## config.mk

```make
export PLATFORM = sky130hd
export DESIGN_NAME = rounded_rect_fill_pixel_top
export DESIGN_NICKNAME = d
export VERILOG_FILES = /design/src/design/rrf_pkg.sv /design/src/design/rounded_rect_fill_pixel_top.sv /design/src/design/rrf_csr.sv /design/src/design/rrf_front.sv /design/src/design/rrf_back.sv
export SDC_FILE = /design/constraint.sdc
export NUM_CORES = 2
export LEC_CHECK = 0
export BUFFER_PORTS_ARGS = -buffer_cell sky130_fd_sc_hd__buf_2
export CAP_MARGIN = 20
export CORE_MARGIN = 3
export CORE_UTILIZATION = 45
export CTS_BUF_LIST = sky130_fd_sc_hd__clkbuf_8
export CTS_CLUSTER_DIAMETER = 200
export DETAILED_ROUTE_END_ITERATION = 6
export PLACE_DENSITY_LB_ADDON = 0.12
export RECOVER_POWER = 50
export SETUP_SLACK_MARGIN = 0.2
export SLEW_MARGIN = 20
export SYNTH_ARGS = -nofsm -noshare
export SYNTH_HDL_FRONTEND = slang
export SYNTH_SLANG_ARGS = --single-unit
```

## constraint.sdc

```tcl
create_clock -name clock -period 28.8 [get_ports clock]
set_clock_uncertainty 0.1 [all_clocks]
set_input_delay 2.88 -clock clock [delete_from_list [all_inputs] [get_ports clock]]
set_output_delay 2.88 -clock clock [all_outputs]
set_load 0.005 [all_outputs]
```

## src/design/rrf_pkg.sv

```systemverilog
`timescale 1ns / 1ps
// ----------------------------------------------------------------------------
// rrf_pkg : shared types and constants
// Field widths, register indices and the structs passed from the
// configuration block to the pipeline halves and between the two halves.
// ----------------------------------------------------------------------------
package rrf_pkg;

   localparam int COL_W              = 12;
   localparam int DIM_W              = 13;
   localparam int RAD_W              = 12;
   localparam int SCR_W              = 14;
   localparam int COLOR_W            = 32;
   localparam int ADDR_W             = 24;
   localparam int SQ_W               = 2 * RAD_W;
   localparam int PROD_W             = 2 * DIM_W;
   localparam int CSR_IDX_W          = 3;
   localparam int CSR_DATA_W         = 13;
   localparam int REQ_DATA_W         = 56;
   localparam int RSP_DATA_W         = 56;
   localparam int COORD_BITS_DEFAULT = 12;

   localparam logic [CSR_IDX_W-1:0] REG_LEFT   = 3'd0;
   localparam logic [CSR_IDX_W-1:0] REG_TOP    = 3'd1;
   localparam logic [CSR_IDX_W-1:0] REG_WIDTH  = 3'd2;
   localparam logic [CSR_IDX_W-1:0] REG_HEIGHT = 3'd3;
   localparam logic [CSR_IDX_W-1:0] REG_RADIUS = 3'd4;
   localparam logic [CSR_IDX_W-1:0] REG_SURF_W = 3'd5;
   localparam logic [CSR_IDX_W-1:0] REG_SURF_H = 3'd6;
   localparam logic [CSR_IDX_W-1:0] REG_STRIDE = 3'd7;

   typedef struct packed {
      logic [DIM_W-1:0] left;
      logic [DIM_W-1:0] top;
      logic [DIM_W-1:0] width;
      logic [DIM_W-1:0] height;
      logic [RAD_W-1:0] radius;
      logic [DIM_W-1:0] surf_w;
      logic [DIM_W-1:0] surf_h;
      logic [DIM_W-1:0] stride;
   } rrf_cfg_type;

   typedef struct packed {
      logic               valid;
      logic               ok;
      logic               corner;
      logic [RAD_W-1:0]   dx;
      logic [RAD_W-1:0]   dy;
      logic [RAD_W-1:0]   radius;
      logic [DIM_W-1:0]   row;
      logic [DIM_W-1:0]   col;
      logic [COLOR_W-1:0] color;
   } rrf_geo_type;

endpackage

```

## src/design/rounded_rect_fill_pixel_top.sv

```systemverilog
`timescale 1ns / 1ps
// ----------------------------------------------------------------------------
// rounded_rect_fill_pixel_top : rounded rectangle pixel fill test
// Usage:
//   req_ beats carry a pixel position relative to the rectangle's top-left
//   corner and a fill colour. Each beat yields exactly one rsp_ beat with the
//   write strobe in rsp_tuser and the linear address and colour in rsp_tdata.
//   The address is zero whenever the strobe is low.
//   Rectangle, radius and surface geometry are set through the csr_ port and
//   must be written only while no beats are in flight; the block does not enforce it.
// Pipeline: five register stages lie between an accepted req_ beat and rsp_tvalid
//   (bounds and radius clamp, clip, corner mirror, squares and row product,
//   compare and address add).
// Throughput: one beat per cycle while rsp_tready is high.
// Stall: when the output register holds an untaken beat the whole pipeline
//   freezes and req_tready drops in the same cycle; nothing is lost.
// Reset: synchronous; empties the pipeline and clears the configuration registers to zero.
// ----------------------------------------------------------------------------
module rounded_rect_fill_pixel_top #(
   parameter int COORD_BITS = rrf_pkg::COORD_BITS_DEFAULT
) (
   input  logic                              clock,
   input  logic                              reset,
   input  logic                              req_tvalid,
   output logic                              req_tready,
   // [11:0] local_col, [23:12] local_row, [55:24] fill_color
   input  logic [rrf_pkg::REQ_DATA_W-1:0]    req_tdata,
   output logic                              rsp_tvalid,
   input  logic                              rsp_tready,
   // [23:0] pixel_address, [55:24] pixel_color
   output logic [rrf_pkg::RSP_DATA_W-1:0]    rsp_tdata,
   // [0] write_strobe
   output logic                              rsp_tuser,
   input  logic                              csr_we,
   input  logic [rrf_pkg::CSR_IDX_W-1:0]     csr_addr,
   input  logic [rrf_pkg::CSR_DATA_W-1:0]    csr_wdata
);
   import rrf_pkg::*;

   rrf_cfg_type        cfg;
   rrf_geo_type        geo;
   logic               pipe_en;
   logic               out_strobe;
   logic [ADDR_W-1:0]  out_addr;
   logic [COLOR_W-1:0] out_color;

   rrf_csr u_csr (
      .clock     (clock),
      .reset     (reset),
      .csr_we    (csr_we),
      .csr_addr  (csr_addr),
      .csr_wdata (csr_wdata),
      .cfg       (cfg)
   );

   rrf_front #(
      .COORD_BITS (COORD_BITS)
   ) u_front (
      .clock    (clock),
      .reset    (reset),
      .pipe_en  (pipe_en),
      .cfg      (cfg),
      .in_valid (req_tvalid),
      .in_col   (req_tdata[COL_W-1:0]),
      .in_row   (req_tdata[2*COL_W-1:COL_W]),
      .in_color (req_tdata[2*COL_W+COLOR_W-1:2*COL_W]),
      .geo      (geo)
   );

   rrf_back u_back (
      .clock      (clock),
      .reset      (reset),
      .geo        (geo),
      .cfg        (cfg),
      .out_ready  (rsp_tready),
      .pipe_en    (pipe_en),
      .out_valid  (rsp_tvalid),
      .out_strobe (out_strobe),
      .out_addr   (out_addr),
      .out_color  (out_color)
   );

   assign req_tready = pipe_en;
   assign rsp_tuser  = out_strobe;
   assign rsp_tdata  = {out_color, out_addr};

   a_blank_addr : assert property (@(posedge clock) disable iff (reset)
      (rsp_tvalid && !rsp_tuser) |-> (rsp_tdata[ADDR_W-1:0] == '0))
      else $error("address not zero on a beat without strobe");

   a_reset_empty : assert property (@(posedge clock)
      reset |=> !rsp_tvalid)
      else $error("output valid after reset");

   a_stall_blocks_input : assert property (@(posedge clock) disable iff (reset)
      (rsp_tvalid && !rsp_tready) |-> !req_tready)
      else $error("input accepted while output stalled");

   a_hold_on_stall : assert property (@(posedge clock) disable iff (reset)
      (rsp_tvalid && !rsp_tready) |=> (rsp_tvalid && $stable(rsp_tuser)))
      else $error("stalled output beat changed");

endmodule

```

## src/design/rrf_csr.sv

```systemverilog
`timescale 1ns / 1ps
// ----------------------------------------------------------------------------
// rrf_csr : configuration registers
// Write-only register file, one register per index, cleared by reset.
// ----------------------------------------------------------------------------
module rrf_csr (
   input  logic                             clock,
   input  logic                             reset,
   input  logic                             csr_we,
   input  logic [rrf_pkg::CSR_IDX_W-1:0]    csr_addr,
   input  logic [rrf_pkg::CSR_DATA_W-1:0]   csr_wdata,
   output rrf_pkg::rrf_cfg_type             cfg
);
   import rrf_pkg::*;

   rrf_cfg_type cfg_ff;
   rrf_cfg_type cfg_in;

   always_comb begin
      cfg_in = cfg_ff;
      if (csr_we) begin
         unique case (csr_addr)
            REG_LEFT:   cfg_in.left   = csr_wdata;
            REG_TOP:    cfg_in.top    = csr_wdata;
            REG_WIDTH:  cfg_in.width  = csr_wdata;
            REG_HEIGHT: cfg_in.height = csr_wdata;
            REG_RADIUS: cfg_in.radius = csr_wdata[RAD_W-1:0];
            REG_SURF_W: cfg_in.surf_w = csr_wdata;
            REG_SURF_H: cfg_in.surf_h = csr_wdata;
            REG_STRIDE: cfg_in.stride = csr_wdata;
            default:    cfg_in = cfg_ff;
         endcase
      end
   end

   always_ff @(posedge clock) begin
      if (reset) begin
         cfg_ff <= '0;
      end else begin
         cfg_ff <= cfg_in;
      end
   end

   assign cfg = cfg_ff;

endmodule

```

## src/design/rrf_front.sv

```systemverilog
`timescale 1ns / 1ps
// ----------------------------------------------------------------------------
// rrf_front : geometry stages 1 to 3
// Rectangle bounds, radius clamp, surface clip, corner mirroring and the
// distance offsets from the corner circle's centre.
// ----------------------------------------------------------------------------
module rrf_front #(
   parameter int COORD_BITS = rrf_pkg::COORD_BITS_DEFAULT
) (
   input  logic                           clock,
   input  logic                           reset,
   input  logic                           pipe_en,
   input  rrf_pkg::rrf_cfg_type           cfg,
   input  logic                           in_valid,
   input  logic [rrf_pkg::COL_W-1:0]      in_col,
   input  logic [rrf_pkg::COL_W-1:0]      in_row,
   input  logic [rrf_pkg::COLOR_W-1:0]    in_color,
   output rrf_pkg::rrf_geo_type           geo
);
   import rrf_pkg::*;

   localparam int EFF_BITS = (COORD_BITS < COL_W) ? COORD_BITS : COL_W;
   localparam logic [COL_W-1:0] COORD_MASK = COL_W'((64'd1 << EFF_BITS) - 64'd1);

   // stage 1
   logic               s1_valid_ff;
   logic [COL_W-1:0]   s1_lx_ff, s1_ly_ff, s1_lx_in, s1_ly_in;
   logic [COLOR_W-1:0] s1_color_ff;
   logic               s1_in_rect_ff, s1_in_rect_in;
   logic [RAD_W-1:0]   s1_r_ff, s1_r_in;
   logic [SCR_W-1:0]   s1_sx_ff, s1_sy_ff, s1_sx_in, s1_sy_in;

   // stage 2
   logic               s2_valid_ff;
   logic [COL_W-1:0]   s2_lx_ff, s2_ly_ff;
   logic [COLOR_W-1:0] s2_color_ff;
   logic               s2_ok_ff, s2_ok_in;
   logic [RAD_W-1:0]   s2_r_ff, s2_r_in;
   logic [DIM_W-1:0]   s2_row_ff, s2_col_ff;

   // stage 3
   rrf_geo_type        s3_ff, s3_in;
   logic [DIM_W-1:0]   x_lim, y_lim, x_m, y_m;

   always_comb begin
      s1_lx_in      = in_col & COORD_MASK;
      s1_ly_in      = in_row & COORD_MASK;
      s1_in_rect_in = ({1'b0, s1_lx_in} < cfg.width) && ({1'b0, s1_ly_in} < cfg.height);
      s1_r_in       = ({cfg.radius, 1'b0} > cfg.width) ? cfg.width[DIM_W-1:1] : cfg.radius;
      s1_sx_in      = {cfg.left[DIM_W-1], cfg.left} + {2'b00, s1_lx_in};
      s1_sy_in      = {cfg.top[DIM_W-1], cfg.top} + {2'b00, s1_ly_in};
   end

   always_comb begin
      s2_r_in  = ({s1_r_ff, 1'b0} > cfg.height) ? cfg.height[DIM_W-1:1] : s1_r_ff;
      s2_ok_in = s1_in_rect_ff && !s1_sx_ff[SCR_W-1] && !s1_sy_ff[SCR_W-1]
                 && (s1_sx_ff[DIM_W-1:0] < cfg.surf_w)
                 && (s1_sy_ff[DIM_W-1:0] < cfg.surf_h);
   end

   always_comb begin
      x_lim = cfg.width - {1'b0, s2_r_ff};
      y_lim = cfg.height - {1'b0, s2_r_ff};
      x_m   = ({1'b0, s2_lx_ff} >= x_lim) ? (cfg.width - 13'd1 - {1'b0, s2_lx_ff})
                                          : {1'b0, s2_lx_ff};
      y_m   = ({1'b0, s2_ly_ff} >= y_lim) ? (cfg.height - 13'd1 - {1'b0, s2_ly_ff})
                                          : {1'b0, s2_ly_ff};
      s3_in.valid  = s2_valid_ff;
      s3_in.ok     = s2_ok_ff;
      s3_in.corner = (x_m < {1'b0, s2_r_ff}) && (y_m < {1'b0, s2_r_ff});
      s3_in.dx     = s2_r_ff - x_m[RAD_W-1:0];
      s3_in.dy     = s2_r_ff - y_m[RAD_W-1:0];
      s3_in.radius = s2_r_ff;
      s3_in.row    = s2_row_ff;
      s3_in.col    = s2_col_ff;
      s3_in.color  = s2_color_ff;
   end

   always_ff @(posedge clock) begin
      if (reset) begin
         s1_valid_ff <= 1'b0;
         s2_valid_ff <= 1'b0;
         s3_ff.valid <= 1'b0;
      end else if (pipe_en) begin
         s1_valid_ff <= in_valid;
         s2_valid_ff <= s1_valid_ff;
         s3_ff.valid <= s3_in.valid;
      end

      if (pipe_en) begin
         s1_lx_ff      <= s1_lx_in;
         s1_ly_ff      <= s1_ly_in;
         s1_color_ff   <= in_color;
         s1_in_rect_ff <= s1_in_rect_in;
         s1_r_ff       <= s1_r_in;
         s1_sx_ff      <= s1_sx_in;
         s1_sy_ff      <= s1_sy_in;

         s2_lx_ff      <= s1_lx_ff;
         s2_ly_ff      <= s1_ly_ff;
         s2_color_ff   <= s1_color_ff;
         s2_ok_ff      <= s2_ok_in;
         s2_r_ff       <= s2_r_in;
         s2_row_ff     <= s1_sy_ff[DIM_W-1:0];
         s2_col_ff     <= s1_sx_ff[DIM_W-1:0];

         s3_ff.ok      <= s3_in.ok;
         s3_ff.corner  <= s3_in.corner;
         s3_ff.dx      <= s3_in.dx;
         s3_ff.dy      <= s3_in.dy;
         s3_ff.radius  <= s3_in.radius;
         s3_ff.row     <= s3_in.row;
         s3_ff.col     <= s3_in.col;
         s3_ff.color   <= s3_in.color;
      end
   end

   assign geo = s3_ff;

endmodule

```

## src/design/rrf_back.sv

```systemverilog
`timescale 1ns / 1ps
// ----------------------------------------------------------------------------
// rrf_back : squares, address product and output register (stages 4 and 5)
// Also owns the pipeline advance enable derived from the output register.
// ----------------------------------------------------------------------------
module rrf_back (
   input  logic                           clock,
   input  logic                           reset,
   input  rrf_pkg::rrf_geo_type           geo,
   input  rrf_pkg::rrf_cfg_type           cfg,
   input  logic                           out_ready,
   output logic                           pipe_en,
   output logic                           out_valid,
   output logic                           out_strobe,
   output logic [rrf_pkg::ADDR_W-1:0]     out_addr,
   output logic [rrf_pkg::COLOR_W-1:0]    out_color
);
   import rrf_pkg::*;

   // stage 4
   logic               s4_valid_ff;
   logic               s4_ok_ff, s4_corner_ff;
   logic [SQ_W-1:0]    s4_dx2_ff, s4_dy2_ff, s4_rr_ff;
   logic [PROD_W-1:0]  s4_prod_ff;
   logic [DIM_W-1:0]   s4_col_ff;
   logic [COLOR_W-1:0] s4_color_ff;

   // stage 5, output register
   logic               s5_valid_ff;
   logic               s5_strobe_ff, s5_strobe_in;
   logic [ADDR_W-1:0]  s5_addr_ff, s5_addr_in;
   logic [COLOR_W-1:0] s5_color_ff;
   logic [SQ_W:0]      dist_sum;

   assign pipe_en = !s5_valid_ff || out_ready;

   always_comb begin
      dist_sum     = {1'b0, s4_dx2_ff} + {1'b0, s4_dy2_ff};
      s5_strobe_in = s4_ok_ff && (!s4_corner_ff || (dist_sum <= {1'b0, s4_rr_ff}));
      s5_addr_in   = s5_strobe_in
                     ? (s4_prod_ff[ADDR_W-1:0] + {{(ADDR_W-DIM_W){1'b0}}, s4_col_ff})
                     : '0;
   end

   always_ff @(posedge clock) begin
      if (reset) begin
         s4_valid_ff <= 1'b0;
         s5_valid_ff <= 1'b0;
      end else if (pipe_en) begin
         s4_valid_ff <= geo.valid;
         s5_valid_ff <= s4_valid_ff;
      end
   end

   always_ff @(posedge clock) begin
      if (pipe_en) begin
         s4_ok_ff     <= geo.ok;
         s4_corner_ff <= geo.corner;
         s4_dx2_ff    <= SQ_W'(geo.dx) * SQ_W'(geo.dx);
         s4_dy2_ff    <= SQ_W'(geo.dy) * SQ_W'(geo.dy);
         s4_rr_ff     <= SQ_W'(geo.radius) * SQ_W'(geo.radius);
         s4_prod_ff   <= PROD_W'(geo.row) * PROD_W'(cfg.stride);
         s4_col_ff    <= geo.col;
         s4_color_ff  <= geo.color;

         s5_strobe_ff <= s5_strobe_in;
         s5_addr_ff   <= s5_addr_in;
         s5_color_ff  <= s4_color_ff;
      end
   end

   assign out_valid  = s5_valid_ff;
   assign out_strobe = s5_strobe_ff;
   assign out_addr   = s5_addr_ff;
   assign out_color  = s5_color_ff;

endmodule
```

==> flow_summary.yaml <==
logic_synthesis:
  yosysTopAreaCell: "edfxtp_1"
  synth.most_common_cell: "inv_1"
  yosys_warnings: 0
  seq_area_frac_synth_pct: 36.9
  synth-edff-count: 485
  ys_async_sr_fraction_pct: 0
  synthFlopType: "edfxtp_1"
  syn_nets: 5214
  syn_area_um2: 45300
  netlist_instances: 4261
  syn_avg_cell_area_um2: 10.6
  synthTopCellsByArea: "edfxtp_1 (32%), fa_1 (16%), ha_1 (14%)"
  yosys-top-cells-count: "inv_1 (700), ha_1 (510), edfxtp_1 (485)"
  ys_types: 89
  synth_top_area_share_pct: 32.2
  ys_ff_latch: 593
timing:
  finalHoldViolCount: 0
  max_freq_ghz: 0.0869
  fin_tns_setup_ps: 0
  grt_setup_unrepaired: "false"
  setup_viol: 0
  relSlewSlack_pct: -440
  fin_crit_ps: 11510
  slew_violations: 323
  timing.final.ws_setup_ps: 17290
  max_slew.worst_pin.slew_ps: 8100
  fin_crit_sh_pct: 40.0
clock_network:
  cts-root-buf: "clkbuf_8"
  cts_buffers: 104
  clock_latency_ps: 740
  clk_path_buf_depth: 3
  path_clk_slew_ps: 60
  cts.repair_timing.setup_buffer_count: 0
  tritoncts: "done"
  cts_hold_buf: 0
  ctsResizeCount: 0
  clkSinkCount: 593
  htreeDepth: 3
final_layout:
  fin_cells: 5766
  final_layout_size_suffix_gt1_share_pct: 6.61
  utilization_pct: 49.6
  nets: 5346
  area_growth_syn_to_layout_pct: 8.50
floorplanning:
  dieArea_um2: 104000
  die_x_um: 323
  initial_utilization_pct: 45.7
  fp-row-count: 115
  core_um2: 99100
  dieHeight_um: 323
  num_io_pins: 136
grt:
  grt_max_degree: 187
  grt_overflow: 0
  grt_pass1_wl_um: 160000
  antenna_found_initial: 6
  grt_pass1_vias: 29826
  grt_util_all_layers_pct: 19.5
placed_design:
  dp_slack_ps: 21620
  gp_congestion: 0.852
  portBuffers: 135
  post-dp-hpwl_um: 76000
  dp_cells: 5574
detailed_routing:
  vias: 29382
  drt-total-wl_um: 99000
  drc_errors: 0
  ant_nets: 0
  first_iter_violations: 1510
  routedWlPerCell_um: 17.2
  viasPerCell: 5.10
  drtPass1Iterations: 7
job:
  cap_violations: 4
outcome:
  violations: "max-capacitance violations, max-slew violations"
  status: "complete, but fails checks"
worst_setup_path:
  cp-start-kind: "input port"
  critPathCaptureType: "flip-flop"
  crit_type: "input port to flip-flop"
  crit_arrival_ps: 11730
  crit_required_ps: 29020
  crit_path_max_fanout: 149
  startpoint: "rsp_tready"
  r2r-start: "u_back.out_valid"
hold_path:
  hold_path_class: "flip-flop to flip-flop"
  worstHoldStart: "u_front.geo[14]"
[metal layers]
layer  vias up  track usage, %  share of wire [%]
li1      14464               -                  -
met1     14268            25.9                 45
met2       475            32.5                 48
met3       165            2.95                4.1
met4        10            6.89                3.2
met5         -               0              0.078
[area by class of cell]
cell class | instances | area (um^2)
diodes | 1 | 2.50
clock buffers | 114 | 1570
clock inverters | 77 | 465
fillers | 9243 | 50000
inverters | 701 | 2630
multi-input cells | 2845 | 25400
flip-flops and latches | 593 | 16700
well taps | 1287 | 1610
repair buffers | 148 | 729
[sequential cells by signal, summed over array words and instances (netlist names), 12 cells and up]
name                 count
u_front.s2_ly_ff        12
u_front.s2_lx_ff        12
u_front.s1_ly_ff        12
u_front.s1_sx_ff        14
u_front.s1_r_ff         12
u_front.s1_lx_ff        12
u_back.out_color        32
u_front.s2_color_ff     32
u_back.s4_dy2_ff        23
u_front.geo             97
u_back.out_addr         24
u_back.s4_col_ff        13
u_back.s4_color_ff      32
u_front.s2_row_ff       13
u_back.s4_rr_ff         23
u_front.s2_col_ff       13
u_csr.cfg              103
u_back.s4_prod_ff       24
u_back.s4_dx2_ff        23
u_front.s2_r_ff         12
u_front.s1_sy_ff        14
u_front.s1_color_ff     32
[cells by family (layout without fill, tap and decap cells)]
| family | after synthesis | in the layout | share of synthesized area, % |
|---|---|---|---|
| mux | 75 | 75 | 1.87 |
| simple gates | 1079 | 1079 | 11.4 |
| flops | 593 | 593 | 36.9 |
| buf+inv | 823 | 1040 | 6.92 |
| compound gates | 609 | 609 | 8.67 |
| other cells | 0 | 1 | 0 |
| fa+ha+maj | 876 | 876 | 30.3 |
| xor+xnor | 206 | 206 | 3.98 |
[path summary, 6_finish.rpt]
check,end,slack [ps],depth (start not counted)
worst min register to register,u_back.s4_color_ff[14],310,0
worst max register to register,u_back.s4_dy2_ff[5],19090,4
worst max-delay path,u_back.s4_dy2_ff[5],17290,5
worst min-delay path,u_back.s4_color_ff[14],310,0
[cell usage in the layout (no fill, tap or decap), types with 7 or more instances in the layout]
| master | instances |
|---|---|
| a41o_1 | 7 |
| o21ai_1 | 24 |
| edfxtp_1 | 485 |
| xnor2_1 | 149 |
| xor2_1 | 57 |
| a21oi_1 | 245 |
| o2111ai_1 | 7 |
| a31oi_1 | 20 |
| nor2b_1 | 48 |
| a21boi_0 | 8 |
| nor2_1 | 157 |
| or3_1 | 17 |
| mux2_2 | 7 |
| o21bai_1 | 23 |
| fa_1 | 366 |
| nand4_1 | 18 |
| a2111oi_0 | 7 |
| o21ai_0 | 70 |
| or2_2 | 11 |
| clkbuf_8 | 114 |
| a211oi_1 | 14 |
| nand3_1 | 52 |
| inv_1 | 736 |
| nor3_1 | 49 |
| clkinv_2 | 14 |
| nand2_1 | 451 |
| clkinv_1 | 14 |
| dfxtp_1 | 108 |
| and2_1 | 192 |
| and2_0 | 12 |
| o211ai_1 | 13 |
| a21o_1 | 71 |
| ha_1 | 510 |
| mux2_1 | 38 |
| o21a_1 | 29 |
| and3_1 | 8 |
| clkbuf_1 | 33 |
| mux2i_1 | 28 |
| buf_2 | 108 |
| nand2b_1 | 37 |
[worst max-delay path: stages]
cell        delay (ps)
buf_2               70
nor2b_1            110
clkinvlp_2        1380
clkbuf_1          5700
buf_4             1340
[stage by stage]
step / hold slack (ps) / instance area, um^2
global route: 316 / 49100
finish: 312 / 49100
CTS: 307 / 49200
detailed placement: 305 / 47200
floorplan: 300 / 45300
global placement: 300 / 47200
Power is not shown: default switching activity piles up to over one toggle a cycle in this logic, so the estimate is an artifact.
